===== src/sv/nested_page_table_manager_assert.svh =====
`ifndef NESTED_PAGE_TABLE_MANAGER_ASSERT_SVH
`define NESTED_PAGE_TABLE_MANAGER_ASSERT_SVH

// Same-cycle implication, sampled on clk, off while rst_n is low
`define NPT_ASSERT_NOW(lbl, ante, cons, msg) \
    lbl: assert property (@(posedge clk) disable iff (!rst_n) (ante) |-> (cons)) \
        else $error(msg);

// Next-cycle implication, sampled on clk, off while rst_n is low
`define NPT_ASSERT_NXT(lbl, ante, cons, msg) \
    lbl: assert property (@(posedge clk) disable iff (!rst_n) (ante) |=> (cons)) \
        else $error(msg);

`endif


===== src/sv/npt_pkg.sv =====
`timescale 1ns / 1ps

package npt_pkg;

    // Fixed geometry of the translation tables
    localparam int ENTRIES_PER_TABLE = 512;
    localparam int IDX_W             = 9;
    localparam int PAGE_OFF_W        = 12;
    localparam int GA_W              = 57;
    localparam int HA_W              = 52;

    // Table entry: perm [2:0], memory type [5:3], frame [45:6]
    localparam int ENT_W      = 46;
    localparam int FRAME_LSB  = 6;
    localparam int FRAME_W    = 40;
    // Stored word carries one extra bit: written while the page was live
    localparam int MEM_W      = ENT_W + 1;
    localparam int STAMP_BIT  = ENT_W;

    localparam logic [2:0] MT_WB    = 3'd6;
    localparam logic [2:0] MT_NONE  = 3'd0;
    localparam logic [2:0] PERM_ALL = 3'b111;
    localparam logic [2:0] PERM_X   = 3'b100;

    typedef enum logic [1:0] {
        OP_MAP       = 2'd0,
        OP_PROTECT   = 2'd1,
        OP_UNMAP     = 2'd2,
        OP_TRANSLATE = 2'd3
    } op_t;

    typedef enum logic [1:0] {
        ST_OK            = 2'd0,
        ST_NOT_FOUND     = 2'd1,
        ST_OUT_OF_TABLES = 2'd2
    } status_t;

    // Sequencer status seen by the top level
    typedef struct packed {
        logic busy;
        logic clearing;
        logic walking;
    } npt_stat_t;

endpackage


===== src/sv/npt_seq.sv =====
`timescale 1ns / 1ps

module npt_seq import npt_pkg::*; #(
    parameter int TABLE_PAGES = 64,
    localparam int PW    = $clog2(TABLE_PAGES),
    localparam int NFW   = $clog2(TABLE_PAGES + 1),
    localparam int AW    = PW + IDX_W,
    localparam int DEPTH = TABLE_PAGES * ENTRIES_PER_TABLE
) (
    input  logic             clk,
    input  logic             rst_n,
    input  logic             start,
    input  logic [1:0]       op,
    input  logic [GA_W-1:0]  guest_addr,
    input  logic [HA_W-1:0]  host_addr,
    input  logic             allow_read,
    input  logic             allow_write,
    input  logic             allow_exec,
    input  logic [2:0]       walk_levels,
    output logic             done,
    output logic [HA_W-1:0]  result_addr,
    output logic [1:0]       status,
    output logic             mem_we,
    output logic [AW-1:0]    mem_addr,
    output logic [MEM_W-1:0] mem_wdata,
    input  logic [MEM_W-1:0] mem_rdata,
    output npt_stat_t        stat
);

    typedef enum logic [1:0] {
        S_CLEAR,
        S_IDLE,
        S_RD,
        S_CHK
    } state_t;

    state_t            state_reg, state_next;
    logic [AW-1:0]     clr_cnt_reg, clr_cnt_next;
    op_t               op_reg, op_next;
    logic [GA_W-1:0]   ga_reg, ga_next;
    logic [HA_W-1:0]   ha_reg, ha_next;
    logic [2:0]        perm_reg, perm_next;
    logic [2:0]        lvl_reg, lvl_next;
    logic [PW-1:0]     cur_reg, cur_next;
    logic [NFW-1:0]    nf_reg, nf_next;
    logic              done_reg, done_next;
    logic [HA_W-1:0]   res_reg, res_next;
    status_t           status_reg, status_next;

    logic [AW-1:0]     slot;
    logic              page_live;
    logic [ENT_W-1:0]  ent;
    logic [FRAME_W-1:0] frame;

    // 9-bit index slice of the guest address for one level
    function automatic logic [IDX_W-1:0] level_index(input logic [GA_W-1:0] ga,
                                                     input logic [2:0] lvl);
        logic [IDX_W-1:0] idx;
        case (lvl)
            3'd1:    idx = ga[20:12];
            3'd2:    idx = ga[29:21];
            3'd3:    idx = ga[38:30];
            3'd4:    idx = ga[47:39];
            3'd5:    idx = ga[56:48];
            default: idx = '0;
        endcase
        return idx;
    endfunction

    assign slot      = {cur_reg, level_index(ga_reg, lvl_reg)};
    assign page_live = NFW'(cur_reg) < nf_reg;
    // Entries left from before the page was allocated read as zero
    assign ent       = (page_live && !mem_rdata[STAMP_BIT]) ? '0 : mem_rdata[ENT_W-1:0];
    assign frame     = ent[ENT_W-1:FRAME_LSB];

    // Next-state and memory port
    always_comb
    begin
        state_next   = state_reg;
        clr_cnt_next = clr_cnt_reg;
        op_next      = op_reg;
        ga_next      = ga_reg;
        ha_next      = ha_reg;
        perm_next    = perm_reg;
        lvl_next     = lvl_reg;
        cur_next     = cur_reg;
        nf_next      = nf_reg;
        done_next    = 1'b0;
        res_next     = res_reg;
        status_next  = status_reg;
        mem_we       = 1'b0;
        mem_addr     = slot;
        mem_wdata    = {page_live, {ENT_W{1'b0}}};

        case (state_reg)
            // Sweep the whole store to zero after reset
            S_CLEAR:
            begin
                mem_we       = 1'b1;
                mem_addr     = clr_cnt_reg;
                mem_wdata    = '0;
                clr_cnt_next = clr_cnt_reg + AW'(1);
                if (clr_cnt_reg == AW'(DEPTH - 1))
                begin
                    state_next = S_IDLE;
                end
            end

            S_IDLE:
            begin
                if (start)
                begin
                    op_next    = op_t'(op);
                    ga_next    = guest_addr;
                    ha_next    = host_addr;
                    perm_next  = {allow_exec, allow_write, allow_read};
                    lvl_next   = (walk_levels == 3'd5) ? 3'd5 : 3'd4;
                    cur_next   = '0;
                    state_next = S_RD;
                end
            end

            // Address is on the port, data comes back next cycle
            S_RD:
            begin
                state_next = S_CHK;
            end

            S_CHK:
            begin
                if (lvl_reg != 3'd1)
                begin
                    // Intermediate level
                    if (!ent[0])
                    begin
                        if (op_reg != OP_MAP)
                        begin
                            status_next = ST_NOT_FOUND;
                            res_next    = '0;
                            done_next   = 1'b1;
                            state_next  = S_IDLE;
                        end
                        else if (nf_reg >= NFW'(TABLE_PAGES))
                        begin
                            status_next = ST_OUT_OF_TABLES;
                            res_next    = '0;
                            done_next   = 1'b1;
                            state_next  = S_IDLE;
                        end
                        else
                        begin
                            // Link a fresh page and descend into it; a page that
                            // links itself goes live with this write
                            mem_we     = 1'b1;
                            mem_wdata  = {page_live || (NFW'(cur_reg) == nf_reg),
                                          FRAME_W'(nf_reg), MT_NONE, PERM_ALL};
                            cur_next   = nf_reg[PW-1:0];
                            nf_next    = nf_reg + NFW'(1);
                            lvl_next   = lvl_reg - 3'd1;
                            state_next = S_RD;
                        end
                    end
                    else if (frame >= FRAME_W'(TABLE_PAGES))
                    begin
                        // Dangling intermediate frame
                        status_next = ST_NOT_FOUND;
                        res_next    = '0;
                        done_next   = 1'b1;
                        state_next  = S_IDLE;
                    end
                    else
                    begin
                        cur_next   = frame[PW-1:0];
                        lvl_next   = lvl_reg - 3'd1;
                        state_next = S_RD;
                    end
                end
                else
                begin
                    // Leaf
                    status_next = ST_OK;
                    res_next    = '0;
                    done_next   = 1'b1;
                    state_next  = S_IDLE;
                    case (op_reg)
                        OP_MAP:
                        begin
                            mem_we    = 1'b1;
                            mem_wdata = {page_live, ha_reg[HA_W-1:PAGE_OFF_W], MT_WB,
                                         perm_reg};
                        end
                        OP_PROTECT:
                        begin
                            mem_we    = 1'b1;
                            mem_wdata = {page_live, ent[ENT_W-1:3], perm_reg};
                        end
                        OP_UNMAP:
                        begin
                            mem_we    = 1'b1;
                            mem_wdata = {page_live, {FRAME_W{1'b0}}, ent[5:3], PERM_X};
                            res_next  = {frame, {PAGE_OFF_W{1'b0}}};
                        end
                        OP_TRANSLATE:
                        begin
                            res_next  = {frame, ga_reg[PAGE_OFF_W-1:0]};
                        end
                        default:
                        begin
                            res_next  = '0;
                        end
                    endcase
                end
            end

            default:
            begin
                state_next = S_IDLE;
            end
        endcase
    end

    // State and registered outputs
    always_ff @(posedge clk or negedge rst_n)
    begin
        if (!rst_n)
        begin
            state_reg   <= S_CLEAR;
            clr_cnt_reg <= '0;
            op_reg      <= OP_MAP;
            ga_reg      <= '0;
            ha_reg      <= '0;
            perm_reg    <= '0;
            lvl_reg     <= 3'd4;
            cur_reg     <= '0;
            nf_reg      <= NFW'(1);
            done_reg    <= 1'b0;
            res_reg     <= '0;
            status_reg  <= ST_OK;
        end
        else
        begin
            state_reg   <= state_next;
            clr_cnt_reg <= clr_cnt_next;
            op_reg      <= op_next;
            ga_reg      <= ga_next;
            ha_reg      <= ha_next;
            perm_reg    <= perm_next;
            lvl_reg     <= lvl_next;
            cur_reg     <= cur_next;
            nf_reg      <= nf_next;
            done_reg    <= done_next;
            res_reg     <= res_next;
            status_reg  <= status_next;
        end
    end

    assign done          = done_reg;
    assign result_addr   = res_reg;
    assign status        = status_reg;
    assign stat.busy     = (state_reg != S_IDLE);
    assign stat.clearing = (state_reg == S_CLEAR);
    assign stat.walking  = (state_reg == S_RD) || (state_reg == S_CHK);

endmodule


===== config.mk =====
export PLATFORM = sky130hd
export DESIGN_NAME = npt_seq
export DESIGN_NICKNAME = d
export VERILOG_FILES = /design/src/sv/nested_page_table_manager_assert.svh /design/src/sv/npt_pkg.sv /design/src/sv/npt_seq.sv
export SDC_FILE = /design/constraint.sdc
export NUM_CORES = 1
export LEC_CHECK = 0
export BUFFER_PORTS_ARGS = -buffer_cell sky130_fd_sc_hd__clkbuf_2
export CORE_MARGIN = 2
export CORE_UTILIZATION = 50
export CTS_BUF_LIST = sky130_fd_sc_hd__clkbuf_16
export CTS_CLUSTER_SIZE = 8
export DETAILED_ROUTE_END_ITERATION = 10
export PLACE_DENSITY_LB_ADDON = 0.1
export SYNTH_ARGS = -nofsm -noshare
export SYNTH_HDL_FRONTEND = slang
export SYNTH_SLANG_ARGS = --single-unit

===== constraint.sdc =====
create_clock -name clk -period 2.8 [get_ports clk]
set_input_delay 0.42 -clock clk [delete_from_list [all_inputs] [get_ports clk]]
set_output_delay 0.42 -clock clk [all_outputs]
set_load 0.02 [all_outputs]

======== Word-level counts from Yosys, hierarchy flattened ========
Cells that the tools add are included.
storage, ports and cells
  bits in registers ....................... 202
cells by class
  $add $sub $neg .......................... 3
  magnitude comparators ................... 3
  eq/ne operators ......................... 24
  multiplexer cells ....................... 55
  bitwise logic cells ..................... 3
  reduce and logical (&&, ||, !) cells .... 14
operator list
  cell                   number
  $mux 52                5
  $mux 47                4
  $pmux 46 s3            1
  $pmux 52 s2            1
  $pmux 47 s2            1
  $mux 46                1
  $pmux 9 s5             1
  $ge 40x7->1 const B    1
  $mux 6                 6
  $mux 2                 12
  $mux 3                 6
  $add 15x1->15 const B  1
  $eq 15x15->1 const B   1
  $mux 15                1
  $mux 1                 12
  $pmux 6 s2             1
  $eq 3x3->1 const B     3
  $ne 3x3->1 const B     3
  $eq 2x2->1 const B     4
  $pmux 2 s4             1
  $add 7x1->7 const B    1
  $eq 6x7->1             1
  $ge 7x7->1 const B     1
  $lt 6x7->1             1
  22 further kinds       32

======== Longest topological paths before layout ========
  depth after elaboration ................. 8
  depth in mapped cells ................... 11
  depth with buffers taken out ............ 8

======== Worst setup path after synthesis ========
Ideal clock, no wire load.
  path type ............................... register -> output
  start ................................... reg nf_reg[2]
  end ..................................... out mem_wdata[2]
  data arrival time ....................... 2398 ps
  data required time ...................... 2380 ps
  path slack .............................. -18 ps
  stages on the path, launching flop included .. 9
  buffers on the path ..................... 0
  path through ............................ dfrtp_1 > inv_1 > ha_1 > a21oi_1 > a21oi_2 > o41a_1 > nor2b_1 > o21ai_1 > nor3_1
between the ends
  word-level cells in the longest chain between the ends .. 6
ends and longest elaborated chain
  item                                          line                           text
  start, declared                               npt_seq.sv:45                  logic [NFW-1:0] nf_reg, nf_next;
  start signal, assigned                        npt_seq.sv:250                 nf_reg <= nf_next;
  $ge 7x7->1 or $lt 6x7->1 (tied branches)      npt_seq.sv:143, npt_seq.sv:71
  $mux 47 or $logic_and 1x1->1 (tied branches)  npt_seq.sv:143, npt_seq.sv:73
  $mux 47 or $mux 46 (tied branches)            npt_seq.sv:136, npt_seq.sv:73
  $mux 47 *                                     npt_seq.sv:134                 if (!ent[0])
  $mux 47 *                                     npt_seq.sv:131                 if (lvl_reg != 3'd1)
  $pmux 47 s2 *                                 npt_seq.sv:95                  case (state_reg)
  end, declared                                 npt_seq.sv:25                  output logic [MEM_W-1:0] mem_wdata,
Mark *: on every way between the ends. The rest lies on a longest branch, timed or not.

======== Worst setup path after layout ========
  start ................................... reg nf_reg[4]
  end ..................................... out mem_wdata[41]
between the ends
  word-level cells in the longest chain between the ends .. 6
ends and longest elaborated chain
  item                                    line                            text
  $lt 6x7->1 *                            npt_seq.sv:71                   assign page_live = NFW'(cur_reg) < nf_reg;
  $logic_and 1x1->1 *                     npt_seq.sv:73                   assign ent = (page_live && !mem_rdata[STAMP_BIT]) ? '0 : mem_rdata[ENT_W-1:0];
  $mux 46 *                               npt_seq.sv:73
  $pmux 46 s3 or $mux 47 (tied branches)  npt_seq.sv:185, npt_seq.sv:134
  $mux 47 *                               npt_seq.sv:131
  $pmux 47 s2 *                           npt_seq.sv:95
Marked as above.

==> flow_metrics.env <==
export IMPL_grt_overflow=0
export IMPL_grt_pass1_vias=7891
export IMPL_vias=8009
export IMPL_async_reset_ff_share_pct=100
export IMPL_multiInputGateArea_um2=4720
export IMPL_start_kind="flip-flop"
export IMPL_drv_slew=0
export IMPL_grt_pass1_wl_mm=42.2
export IMPL_crit_type="flip-flop to output pin"
export IMPL_maxSlewHeadroom_pct=30.8
export IMPL_postSynthNetCount=1089
export IMPL_setup_viol=47
export IMPL_routabilityCongestion=0.900
export IMPL_p_per_area_nw_per_um2=1120
export IMPL_antenna_cells=0
export IMPL_cts_tree="done"
export IMPL_synthesis_area_um2=9350
export IMPL_critical_path_arrival_ns=2.57
export IMPL_ant_nets=0
export IMPL_cp_end_kind="output pin"
export IMPL_maxCapViolations=0
export IMPL_antenna_found_initial=0
export IMPL_hold_violations=3
export IMPL_required_ns=2.38
export IMPL_netlist_instances=904
export IMPL_seqCellArea_um2=4760
export IMPL_finalWorstSetupSlack_ns=-0.189
export IMPL_synth_seq_area_share_pct=50.9
export IMPL_clockBufferDepth=2
export IMPL_tightestPinTransition_ns=1.04
export IMPL_final_cell_mix="clkbuf_2, dfrtp_1, nand2_1, mux2_2, buf_4"
export IMPL_ctsHoldBuffers=0
export IMPL_drive_gt1_share_pct=49.0
export IMPL_min_period_ns=2.99
export IMPL_nFillCells=1435
export IMPL_track_usage_pct=27.2
export IMPL_ctsHtreeMaxLevel=4
export IMPL_core_area_um2=18500
export IMPL_initial_core_util_pct=50.5
export IMPL_rsz0062_at_grt="yes"
export IMPL_cts_buffers=17
export IMPL_via_per_inst=5.50
export IMPL_routedWlPerCell_um=19.1
export IMPL_place_hpwl_mm=18.7
export IMPL_io_buffers=273
export IMPL_fp_row_count=50
export IMPL_io_pins=288
export IMPL_synth_cell_types=57
export IMPL_fmax_mhz=335
export IMPL_p_leak_nw=5.94
export IMPL_final_nets=1395
export IMPL_drc=0
export IMPL_syn2layout_area_growth_pct=37.1
export IMPL_hold_ws_ns=-0.00805
export IMPL_clk_latency_ns=0.43
export IMPL_hold_class="primary input to asynchronous set/reset pin"
export IMPL_fp_dieW_um=141
export IMPL_final_util_pct=69.2
export IMPL_grt_max_degree=87
export IMPL_dr_pass1_iters=5
export IMPL_drt_iter0_drc=521
export IMPL_path_clk_slew_ns=0.08
export IMPL_skew_ns=0.0141
export IMPL_period_share_pct=107
export IMPL_synthFlopType="dfrtp_1"
export IMPL_dieArea_um2=19800
export IMPL_crit_path_max_fanout=7
export IMPL_status="complete, but fails checks"
export IMPL_layout_commonest_cell="clkbuf_2"
export IMPL_synth_edff_count=0
export IMPL_clockRootBuffer="clkbuf_16"
export IMPL_largest_register_ffs=57
export IMPL_clkSinkCount=190
export IMPL_irDropWorstVdd_uv=658
export IMPL_violations="hold timing, setup timing"
export IMPL_syn_avg_cell_area_um2=10.3
export IMPL_ys_seq_elements=190
export IMPL_die_h_um=141
export IMPL_synth_warnings=0
export IMPL_totalWireLength_mm=27.8
==> cell usage after synthesis (all sizes together) (14+ instances only) <==
| cell | instances | share of area (%) |
|---|---|---|
| a21oi | 47 | 2.6 |
| a22o | 14 | 1.3 |
| buf | 21 | 1.3 |
| clkbuf | 40 | 1.7 |
| dfrtp | 188 | 50 |
| ha | 18 | 2.4 |
| inv | 25 | 1.0 |
| mux2 | 112 | 13 |
| nand2 | 150 | 6.0 |
| nand2b | 37 | 2.5 |
| nand3 | 45 | 2.4 |
| nor2 | 21 | 0.84 |
| o21ai | 63 | 3.4 |
| xnor2 | 16 | 1.5 |
==> path summary, 6_finish.rpt <==
check / start / endpoint / slack [ns] / depth (start not counted)
max: nf_reg[4] / mem_wdata[41] / -0.19 / 10
min reg2reg: result_addr[10] / result_addr[10] / 0.48 / 2
max in group asynchronous: rst_n / result_addr[8] / 2.07 / 2
min: rst_n / nf_reg[1] / -0.008 / 1
min in group clk: guest_addr[12] / ga_reg[12] / 0.21 / 2
max reg2reg: nf_reg[4] / result_addr[22] / 0.08 / 12
==> critical path, stage by stage, from the launching register on <==
cell and delay (ns):
dfrtp_1 0.38, inv_2 0.08, ha_4 0.30, nand4b_1 0.19, a21oi_4 0.22, or2_4 0.19, buf_12 0.16, buf_12 0.13
nand3_1 0.13, a21oi_2 0.22, buf_6 0.14
==> routing by layer <==
| layer | track usage [%] | up-vias | share of wire, % |
|---|---|---|---|
| li1 | - | 3786 | - |
| met1 | 37.0 | 3843 | 43 |
| met2 | 42.1 | 314 | 47 |
| met3 | 7.00 | 66 | 6.8 |
| met4 | 10.5 | 0 | 3.5 |
| met5 | 0 | - | 0 |
==> kinds of logic after synthesis <==
kind of cell / share of synthesized area, %
muxes: 14.1
AOI/OAI and AO/OA: 11.7
and+or+nand+nor: 14.9
xor gates and xnor gates: 1.87
buffers and inverters: 3.94
adders and majority gates: 2.62
DFF: 50.9
==> through the flow <==
step / worst slack (ns) / cells / total power [mW] / cell area, um2 / setup TNS [ns]
final: -0.189 / 1456 / 14.4 / 12800 / -4.44
after global routing: -0.306 / 1456 / 15.2 / 12800 / -10.60
after detailed placement: 0.0736 / 1387 / 10.2 / 11100 / 0
after global placement: 0.121 / 1387 / 10.1 / 11100 / 0
after CTS: -0.129 / 1444 / 13.5 / 12300 / -3.12
after floorplan: 0.126 / 904 / 8.34 / 9350 / 0
==> what timing repair did <==
action / in CTS / in global routing
pin swaps: 35 / 48
cloned: 1 / 2
endpoints found under the setup margin: 56 / 57
gates resized for setup: 97 / 132
buffers inserted: 25 / 11
==> layout make-up <==
cell class | instances | area share, %
repair buffers | 348 | 18.4
multi-input cells | 628 | 36.8
well taps | 234 | 2.28
inverters | 25 | 0.732
clock buffers | 17 | 3.32
flip-flops and latches | 190 | 37.1
clock inverters | 14 | 1.37
==> where the power goes <==
part | internal [mW] | switching (mW)
clock | 1.35 | 1.15
sequential | 3.74 | 0.618
combinational | 3.55 | 4.00
No activity file was read; power rests on OpenSTA's default activity.
